<file path="src/design/bgd_pkg.sv">
// ----------------------------------------------------------------------------
// bgd_pkg
// Shared types and constants for the button gesture detector.
// ----------------------------------------------------------------------------
`default_nettype none

package bgd_pkg;

    localparam int TIME_BITS = 32;

    localparam logic [3:0]  DEBOUNCE_RESET = 4'd3;
    localparam logic [15:0] HOLD_RESET     = 16'd1000;
    localparam logic [15:0] GAP_RESET      = 16'd500;

    typedef logic [TIME_BITS-1:0] t_time;

    typedef enum logic [1:0] {
        REG_DEBOUNCE = 2'd0,
        REG_HOLD     = 2'd1,
        REG_GAP      = 2'd2
    } t_reg_index;

    typedef enum logic [1:0] {
        EV_NONE   = 2'd0,
        EV_DOUBLE = 2'd1,
        EV_LONG   = 2'd2
    } t_event;

    typedef enum logic [4:0] {
        PH_IDLE  = 5'b00001,
        PH_DOWN  = 5'b00010,
        PH_UP    = 5'b00100,
        PH_DOWN2 = 5'b01000,
        PH_LONG  = 5'b10000
    } t_phase;

    typedef struct packed {
        logic        pin_level;
        logic [31:0] now_ms;
    } t_in;

    typedef struct packed {
        logic [1:0] gesture_event;
        logic       clean_level;
    } t_out;

    // debounced level after this sample and at the previous sample
    typedef struct packed {
        logic clean_now;
        logic clean_before;
    } t_level;

endpackage

`default_nettype wire

</file>
<file path="src/design/bgd_debounce.sv">
// ----------------------------------------------------------------------------
// bgd_debounce
// Counter debounce: the clean level follows the raw pin after a run of
// equal samples. Presents the next clean level and the current one.
// ----------------------------------------------------------------------------
`default_nettype none

module bgd_debounce
    import bgd_pkg::*;
(
    input  wire logic       i_clk,
    input  wire logic       i_rst_n,
    input  wire logic       i_en,
    input  wire logic       i_level,
    input  wire logic [3:0] i_need,
    output t_level          o_level
);

    logic [3:0] r_press_run, n_press_run;
    logic [3:0] r_release_run, n_release_run;
    logic       r_clean, n_clean;

    always_comb begin
        n_press_run   = r_press_run;
        n_release_run = r_release_run;
        n_clean       = r_clean;
        if (!i_level && (r_release_run < i_need)) begin
            n_press_run   = 4'd0;
            n_release_run = r_release_run + 4'd1;
            if (n_release_run == i_need) begin
                n_clean = 1'b0;
            end
        end
        if (i_level && (r_press_run < i_need)) begin
            n_release_run = 4'd0;
            n_press_run   = r_press_run + 4'd1;
            if (n_press_run == i_need) begin
                n_clean = 1'b1;
            end
        end
    end

    always_ff @(posedge i_clk) begin
        if (!i_rst_n) begin
            r_press_run   <= 4'd0;
            r_release_run <= 4'd0;
            r_clean       <= 1'b0;
        end else if (i_en) begin
            r_press_run   <= n_press_run;
            r_release_run <= n_release_run;
            r_clean       <= n_clean;
        end
    end

    assign o_level.clean_now    = n_clean;
    assign o_level.clean_before = r_clean;

endmodule

`default_nettype wire

</file>
<file path="src/design/bgd_gesture.sv">
// ----------------------------------------------------------------------------
// bgd_gesture
// Gesture state machine: tracks clean edges and press/release time stamps,
// reports double tap and long press.
// ----------------------------------------------------------------------------
`default_nettype none

module bgd_gesture
    import bgd_pkg::*;
(
    input  wire logic        i_clk,
    input  wire logic        i_rst_n,
    input  wire logic        i_en,
    input  wire t_level      i_level,
    input  wire logic [31:0] i_now,
    input  wire logic [15:0] i_hold_ms,
    input  wire logic [15:0] i_gap_ms,
    output t_event           o_event
);

    t_phase r_phase, n_phase;
    t_time  r_press_stamp, n_press_stamp;
    t_time  r_release_stamp, n_release_stamp;
    t_time  now;
    t_time  held;
    t_time  gap;
    logic   rise;
    logic   fall;

    assign now  = TIME_BITS'(i_now);
    assign rise = i_level.clean_now && !i_level.clean_before;
    assign fall = !i_level.clean_now && i_level.clean_before;

    always_comb begin
        n_phase         = r_phase;
        n_press_stamp   = r_press_stamp;
        n_release_stamp = r_release_stamp;
        o_event         = EV_NONE;

        if (rise) begin
            n_press_stamp = now;
            case (r_phase)
                PH_IDLE: n_phase = PH_DOWN;
                PH_UP:   n_phase = PH_DOWN2;
                default: n_phase = r_phase;
            endcase
        end

        if (fall) begin
            n_release_stamp = now;
            case (r_phase)
                PH_DOWN:  n_phase = PH_UP;
                PH_DOWN2: begin
                    o_event = EV_DOUBLE;
                    n_phase = PH_IDLE;
                end
                PH_LONG:  n_phase = PH_IDLE;
                default:  n_phase = r_phase;
            endcase
        end

        // wrapping differences against the stamps as updated above
        held = now - n_press_stamp;
        gap  = now - n_release_stamp;

        if (i_level.clean_now) begin
            if ((held > TIME_BITS'(i_hold_ms)) && (n_phase != PH_LONG)) begin
                o_event = EV_LONG;
                n_phase = PH_LONG;
            end
        end else if (gap > TIME_BITS'(i_gap_ms)) begin
            n_phase = PH_IDLE;
        end
    end

    always_ff @(posedge i_clk) begin
        if (!i_rst_n) begin
            r_phase         <= PH_IDLE;
            r_press_stamp   <= '0;
            r_release_stamp <= '0;
        end else if (i_en) begin
            r_phase         <= n_phase;
            r_press_stamp   <= n_press_stamp;
            r_release_stamp <= n_release_stamp;
        end
    end

endmodule

`default_nettype wire

</file>
<file path="src/design/button_gesture_detector_unit.sv">
// An accepted request's result enters the output register in the next cycle.
// Throughput: one request per cycle; the output register takes a new result in
// the cycle its current one is taken, so the input stalls only while the
// output side stalls.
// Reset: synchronous, active low; clears debounce counters, gesture phase,
// time stamps and the output valid, and loads register reset values.
// ----------------------------------------------------------------------------
// button_gesture_detector_unit
// Debounced button with double-tap and long-press detection, one poll per
// request, with a configuration write port.
// ----------------------------------------------------------------------------
`default_nettype none

module button_gesture_detector_unit
    import bgd_pkg::*;
(
    input  wire logic        i_clk,
    input  wire logic        i_rst_n,
    // input channel
    input  wire logic        i_in_valid,
    output logic             o_in_ready,
    input  wire t_in         i_in_data,
    // result channel
    output logic             o_out_valid,
    input  wire logic        i_out_ready,
    output t_out             o_out_data,
    // configuration writes
    input  wire logic        i_cfg_valid,
    output logic             o_cfg_ready,
    input  wire logic [1:0]  i_cfg_index,
    input  wire logic [15:0] i_cfg_data
);

    logic [3:0]  r_debounce_count;
    logic [15:0] r_hold_ms;
    logic [15:0] r_gap_ms;
    logic [3:0]  need;
    logic        accept;
    t_level      level;
    t_event      gesture_event;
    logic        r_out_valid;
    t_out        r_out_data;

    assign o_cfg_ready = 1'b1;

    always_ff @(posedge i_clk) begin
        if (!i_rst_n) begin
            r_debounce_count <= DEBOUNCE_RESET;
            r_hold_ms        <= HOLD_RESET;
            r_gap_ms         <= GAP_RESET;
        end else if (i_cfg_valid) begin
            case (i_cfg_index)
                REG_DEBOUNCE: r_debounce_count <= i_cfg_data[3:0];
                REG_HOLD:     r_hold_ms        <= i_cfg_data;
                REG_GAP:      r_gap_ms         <= i_cfg_data;
                default:      ;
            endcase
        end
    end

    // a zero count behaves as one
    assign need = (r_debounce_count == 4'd0) ? 4'd1 : r_debounce_count;

    assign o_in_ready = !r_out_valid || i_out_ready;
    assign accept     = i_in_valid && o_in_ready;

    bgd_debounce u_debounce (
        .i_clk   (i_clk),
        .i_rst_n (i_rst_n),
        .i_en    (accept),
        .i_level (i_in_data.pin_level),
        .i_need  (need),
        .o_level (level)
    );

    bgd_gesture u_gesture (
        .i_clk     (i_clk),
        .i_rst_n   (i_rst_n),
        .i_en      (accept),
        .i_level   (level),
        .i_now     (i_in_data.now_ms),
        .i_hold_ms (r_hold_ms),
        .i_gap_ms  (r_gap_ms),
        .o_event   (gesture_event)
    );

    always_ff @(posedge i_clk) begin
        if (!i_rst_n) begin
            r_out_valid <= 1'b0;
        end else if (accept) begin
            r_out_valid <= 1'b1;
        end else if (i_out_ready) begin
            r_out_valid <= 1'b0;
        end
    end

    always_ff @(posedge i_clk) begin
        if (accept) begin
            r_out_data.gesture_event <= gesture_event;
            r_out_data.clean_level   <= level.clean_now;
        end
    end

    assign o_out_valid = r_out_valid;
    assign o_out_data  = r_out_data;

endmodule

`default_nettype wire

</file>
<file path="config.mk">
export PLATFORM = sky130hd
export DESIGN_NAME = button_gesture_detector_unit
export DESIGN_NICKNAME = d
export VERILOG_FILES = /design/src/design/bgd_pkg.sv /design/src/design/bgd_debounce.sv /design/src/design/bgd_gesture.sv /design/src/design/button_gesture_detector_unit.sv
export SDC_FILE = /design/constraint.sdc
export NUM_CORES = 1
export LEC_CHECK = 0
export BUFFER_PORTS_ARGS = -buffer_cell sky130_fd_sc_hd__buf_2
export CORE_MARGIN = 5
export CORE_UTILIZATION = 45
export DETAILED_ROUTE_END_ITERATION = 16
export PLACE_DENSITY_LB_ADDON = 0.25
export SKIP_LAST_GASP = 1
export SYNTH_ARGS = -nofsm -noshare
export SYNTH_HDL_FRONTEND = slang
export SYNTH_SLANG_ARGS = --single-unit
</file>
<file path="constraint.sdc">
create_clock -name i_clk -period 8.31 [get_ports i_clk]
set_input_delay 2.493 -clock i_clk [delete_from_list [all_inputs] [get_ports i_clk]]
set_output_delay 2.493 -clock i_clk [all_outputs]
set_load 0.01 [all_outputs]
</file>
Word-level counts from Yosys, hierarchy flattened --
Cells that the tools add are included.
Operators by class: eq/ne operators 10, add/sub/neg operators 4, mux-type cells 24, magnitude comparators 4, reduce and logical (&&, ||, !) cells 20
Operators with widths (count):
- > comparator 32 x 16 -> 1 bit | 2
- two-way mux 32 bit | 2
- subtractor 32 bit | 2
- two-way mux 5 bit | 5
- two-way mux 4 bit | 5
- case mux 5 bit (2 select lines) | 2
- adder 4 x 1 -> 4 bit (second input constant) | 2
- equality test 4 bit | 2
- < comparator 4 bit | 2
- AND reduction 2 bit | 4
- two-way mux 1 bit | 7
- logical AND 1 bit | 6
- two-way mux 2 bit | 3
- equality test 5 x 1 -> 1 bit (second input constant) | 1
- equality test 5 x 2 -> 1 bit (second input constant) | 1
- equality test 5 x 3 -> 1 bit (second input constant) | 1
- equality test 5 x 4 -> 1 bit (second input constant) | 1
- equality test 5 bit (second input constant) | 1
- inequality test 5 bit (second input constant) | 1
- logical NOT 1 bit | 4
- logical NOT 4 bit | 1
- nonzero test 2 bit | 2
- equality test 2 x 1 -> 1 bit (second input constant) | 1
- equality test 2 bit (second input constant) | 1
- 3 further kinds | 3
Storage, ports and cells: word-level logic and storage cells 74, register bits after elaboration 118

Longest topological paths before layout --
word-level depth 14, depth in mapped cells 37

Cells and area by module --
Synthesis repeated with hierarchy kept, for this count alone.
Unflattened totals: cell total of the unflattened synthesis 1421, area total of the unflattened synthesis 10994.3 µm²
By module, submodules not included:
- bgd_gesture | area each 8536.9 µm², cells an instance 1164, instances 1, sequential area each 1381.3 µm²
- button_gesture_detector_unit | area each 1671.6 µm², cells an instance 162, instances 1, sequential area each 830.8 µm²
- bgd_debounce | area each 785.8 µm², cells an instance 95, instances 1, sequential area each 180.2 µm²

Worst setup path before layout --
OpenSTA, ideal clock, no wires.
kind input-to-reg, start in i_in_data[32] (netlist bit), end reg u_gesture.r_phase[0], data arrival time 7660 ps, stages on the path 30, library setup time 125 ps, required time 8185 ps, path buffers 1, slack 525 ps, cells stage by stage a211oi_1 > nand4_1 > clkbuf_1 > o21ai_0 > ha_1 > inv_1 > fa_1 > a211oi_1 > nor2_1 > or3_1 > a21oi_1 > o21bai_1 > and2_1 > o21ai_0 > nand2b_1 > a21oi_1 > xnor2_1 > ha_1 > nand4_1 > nor2_1 > a221oi_1 > o211ai_1 > a221oi_1 > nand4b_1 > nor4_1 > nand4_1 > nor2_1 > a21oi_1 > o32ai_1 > nor2_1
Between the ends: longest elaborated chain between the ends 12, elaborated cells on any way between the ends 22
RTL lines:
- start, declared | line button_gesture_detector_unit.sv:22 | input wire t_in i_in_data,
- logical NOT 1 bit | line bgd_debounce.sv:27 | if (!i_level && (r_release_run < i_need)) begin
- logical AND 1 bit | line bgd_debounce.sv:27
- two-way mux 1 bit | line bgd_debounce.sv:27
- two-way mux 1 bit | line bgd_debounce.sv:37 | if (n_press_run == i_need) begin
- two-way mux 1 bit * | line bgd_debounce.sv:34 | if (i_level && (r_press_run < i_need)) begin
- logical NOT 1 bit * | line bgd_gesture.sv:32 | assign fall = !i_level.clean_now && i_level.clean_before;
- logical AND 1 bit * | line bgd_gesture.sv:32
- two-way mux 32 bit * | line bgd_gesture.sv:49 | if (fall) begin
- named net u_gesture.n_release_stamp[0] | line bgd_gesture.sv:23 | t_time r_release_stamp, n_release_stamp;
- subtractor 32 bit * | line bgd_gesture.sv:64 | gap = now - n_release_stamp;
- > comparator 32 x 16 -> 1 bit * | line bgd_gesture.sv:71 | end else if (gap > TIME_BITS'(i_gap_ms)) begin
- two-way mux 5 bit * | line bgd_gesture.sv:71
- two-way mux 5 bit * | line bgd_gesture.sv:66 | if (i_level.clean_now) begin
- end signal, assigned | line bgd_gesture.sv:82 | r_phase <= n_phase;
- end, declared | line bgd_gesture.sv:21 | t_phase r_phase, n_phase;
Mark *: on every way through the listed nets, which the timed path passes. The rest lies on a longest branch. A chain may end at the register's enable or synchronous reset.

Worst setup path in the final report --
start in i_in_data[32] (netlist bit), end reg u_gesture.r_phase[0]
Between the ends: longest elaborated chain between the ends 12, elaborated cells on any way between the ends 22
RTL lines (line):
- logical NOT 1 bit | bgd_debounce.sv:27
- logical AND 1 bit | bgd_debounce.sv:27
- two-way mux 1 bit | bgd_debounce.sv:27
- two-way mux 1 bit | bgd_debounce.sv:37
- two-way mux 1 bit * | bgd_debounce.sv:34
- logical NOT 1 bit or logical AND 1 bit (tied branches) | bgd_gesture.sv:32, bgd_gesture.sv:31
- logical AND 1 bit, or another cell as far along | bgd_gesture.sv:32
- two-way mux 32 bit, or another cell as far along | bgd_gesture.sv:49
- subtractor 32 bit, or another cell as far along | bgd_gesture.sv:64
- > comparator 32 x 16 -> 1 bit or logical AND 1 bit (tied branches) | bgd_gesture.sv:71, bgd_gesture.sv:67
- two-way mux 5 bit (on tied branches) | bgd_gesture.sv:71, bgd_gesture.sv:67
- two-way mux 5 bit * | bgd_gesture.sv:66
Every way passes the cells marked *; elsewhere a longest branch is shown, timed or not.

==> flow_metrics.env <==
export IMPL_die_y_um=161
export IMPL_cts_tree="done"
export IMPL_worstPathArrival_ns=8.17
export IMPL_fp_dieArea_sq_um=26000
export IMPL_globalplace_congestion=0.919
export IMPL_drive_gt1_share_pct=10.6
export IMPL_yosys_register_bits=118
export IMPL_cts_buffers_inserted=17
export IMPL_ant_nets=0
export IMPL_synth_edf_count=3
export IMPL_ys_flop_type="dfxtp_1"
export IMPL_finalWirelength_mm=28.7
export IMPL_internal_power_mw=1.39
export IMPL_synth_seq_area_share_pct=23.3
export IMPL_syn_num_nets=1465
export IMPL_port_buffers=60
export IMPL_slowest_delay_ns=0.31
export IMPL_worst_setup_path_end_kind="flip-flop"
export IMPL_nets=1516
export IMPL_synth_warnings=0
export IMPL_required_ns=8.62
export IMPL_synth_largest_area_cell="dfxtp_1"
export IMPL_dp_hpwl_mm=22.2
export IMPL_switching_power_mw=0.768
export IMPL_initial_utilization_pct=45.6
export IMPL_syn_area_per_cell_sq_um=7.87
export IMPL_grt_max_degree=76
export IMPL_drt_pass1_iter_count=5
export IMPL_grt_usage_pct=21.7
export IMPL_via_count=9756
export IMPL_whs_ns=0.466
export IMPL_fin_skew_ns=0.0137
export IMPL_root_buffer="clkbuf_16"
export IMPL_final_hold_violation_count=0
export IMPL_synth_most_common_cell="nand2_1"
export IMPL_fillerInstances=2200
export IMPL_netlist_instances=1306
export IMPL_ir_drop_mv=0.131
export IMPL_power_leakage_nw=5.41
export IMPL_syn2layout_area_growth_pct=12.6
export IMPL_p_clk_share_pct=36.5
export IMPL_maxCapViolCount=0
export IMPL_netlist_area_sq_um=10300
export IMPL_yosys_area_top_type_share_pct=22.4
export IMPL_worst_slew_pin_slew_ns=0.932
export IMPL_p_seq_share_pct=28.8
export IMPL_synth_common_cells="199 x nand2_1, 115 x dfxtp_1, 101 x ha_1"
export IMPL_setup_viol=0
export IMPL_synth_async_sr_flop_share_pct=0
export IMPL_critPathKind="in2reg"
export IMPL_critPathLaunchType="input pin"
export IMPL_final_area_sq_um=11600
export IMPL_wire_per_inst_um=17.3
export IMPL_clockBufferDepth=2
export IMPL_slew_violations=0
export IMPL_fin_crit_ns=7.86
export IMPL_sw_frac_of_total_pct=35.7
export IMPL_slew_headroom_pct=37.7
export IMPL_pwr_share_comb_pct=34.7
export IMPL_synth_cell_types=83
export IMPL_grt_ovfl_total=0
export IMPL_synth_area_top_cells="dfxtp_1 22%, ha_1 12%, nand2_1 7.3%, mux2i_1 5.5%, o211a_1 5.5%"
export IMPL_insertion_delay_ns=0.43
export IMPL_cp_slowest_cell="nand4_1"
export IMPL_ctsHoldBuffers=0
export IMPL_drt_iter0_drc=727
export IMPL_core_area_sq_um=22600
export IMPL_viasPerCell=5.89
export IMPL_clock_sinks=118
export IMPL_rows=55
export IMPL_worstHoldPathType="reg2reg"
export IMPL_powerDensity_nw_per_um2=186
export IMPL_dieWidth_um=161
export IMPL_finalCritPeriodShare_pct=94.6
export IMPL_ios=62
export IMPL_clk_pin_slew_ns=0.06
export IMPL_antenna_found_initial=0
export IMPL_cts_max_level=4
export IMPL_drt_drc_violations_left=0
export IMPL_antennaDiodeCount=0
export IMPL_max_freq_mhz=127
export IMPL_critical_path_max_fanout=24
export IMPL_status="finished clean"
export IMPL_grt_first_pass_wirelength_mm=46.5
export IMPL_place_area_sq_um=10900
export IMPL_first_global_vias=9176
-- kinds of logic after synthesis --
logic type	count (synthesis)	synth area share, %
xor gates and xnor gates	53	4.66
muxes	58	5.66
other	1	0.0365
DFF	118	23.3
buffers and inverters	120	4.59
and+or+nand+nor	447	21.0
adders and majority gates	106	13.0
AOI/OAI and AO/OA	403	27.8
-- state kept, by name, summed over array words and instances, names as in the netlist --
| signal | cells |
|---|---|
| o_out_data | 3 |
| o_out_valid | 1 |
| r_debounce_count | 4 |
| r_gap_ms | 16 |
| r_hold_ms | 16 |
| u_debounce.r_clean | 1 |
| u_debounce.r_press_run | 4 |
| u_debounce.r_release_run | 4 |
| u_gesture.r_phase | 5 |
| u_gesture.r_press_stamp | 32 |
| u_gesture.r_release_stamp | 32 |
-- metal layers --
metal	routed length, um	track usage, %	vias up
met3	1260	3.62	46
met2	13100	35.5	242
met5	0	0	-
met1	13700	29.4	4563
li1	-	-	4905
met4	671	6.48	0
-- final cells by class --
class	count	area, sq um	share of cell area [%]
multi-input combinational	1068	7440	64.3
clock buffer	17	425	3.67
inverter	61	230	1.99
clock inverter	15	194	1.68
sequential	118	2390	20.7
tap	285	357	3.08
timing repair buffer	91	539	4.66
-- final timing paths --
| path | from | endpoint | slack, ns | cells after the start |
|---|---|---|---|---|
| max | i_in_data[32] | u_gesture.r_phase[0] | 0.45 | 30 |
| min | r_hold_ms[12] | r_hold_ms[12] | 0.47 | 2 |
| max reg2reg | r_debounce_count[1] | u_gesture.r_phase[0] | 1.46 | 34 |
| min reg2reg | r_hold_ms[12] | r_hold_ms[12] | 0.47 | 2 |
-- placed cells by master (no fill, tap or decap), types with 5 or more instances in the layout --
| master | count |
|---|---|
| nand2b_1 | 15 |
| o21bai_1 | 13 |
| nor3_1 | 11 |
| o21ai_0 | 55 |
| buf_4 | 31 |
| buf_2 | 59 |
| clkinv_4 | 6 |
| nand2_1 | 199 |
| mux2i_1 | 57 |
| o21ai_1 | 8 |
| o211ai_1 | 28 |
| dfxtp_1 | 115 |
| o22ai_1 | 5 |
| clkbuf_16 | 17 |
| xnor2_1 | 27 |
| ha_1 | 101 |
| a31oi_1 | 14 |
| inv_1 | 60 |
| nand4_1 | 24 |
| nand3_1 | 36 |
| nand4b_1 | 5 |
| nand3b_1 | 7 |
| o21a_1 | 11 |
| nor2_1 | 64 |
| and3_1 | 12 |
| a211oi_1 | 18 |
| or3_1 | 8 |
| a21oi_1 | 80 |
| nor4_1 | 10 |
| a21o_1 | 29 |
| o211a_1 | 57 |
| nor2b_1 | 18 |
| and2_1 | 11 |
| a21boi_0 | 34 |
| xor2_1 | 25 |
-- metrics by stage --
| stage | setup WS (ns) | utilization [%] | TNS [ns] | cells | total power, mW |
|---|---|---|---|---|---|
| finish | 0.453 | 51.3 | 0 | 1655 | 2.15 |
| global route | -0.00699 | 51.3 | -0.0117 | 1655 | 2.28 |
| CTS | 0.428 | 51.1 | 0 | 1652 | 2.16 |
| detailed placement | 0.0179 | 48.3 | 0 | 1620 | 1.36 |
| global placement | 0.133 | 48.3 | 0 | 1620 | 1.35 |
| floorplan | 0.525 | - | 0 | 1306 | 1.17 |
-- power by group through the flow --
stage | Combinational (mW) | Sequential [mW] | Clock, mW
after floorplan | 0.539 | 0.627 | 0
after global placement | 0.720 | 0.631 | 0
after detailed placement | 0.728 | 0.632 | 0
after CTS | 0.735 | 0.619 | 0.802
after global routing | 0.829 | 0.623 | 0.830
final | 0.748 | 0.620 | 0.786
-- what timing repair did --
action,in CTS,in global routing
buffers inserted,0,3
gates resized for setup,0,6
endpoints found under the setup margin,0,5
-- worst max-delay path: cells and delay by family --
family	cells	cell delay [ns]
xor+xnor	1	0.16
mux	1	0.25
compound gates	10	2.14
buf+inv	6	1.14
fa+ha+maj	2	0.59
simple gates	10	1.39
No activity file was read; power rests on OpenSTA's default activity.
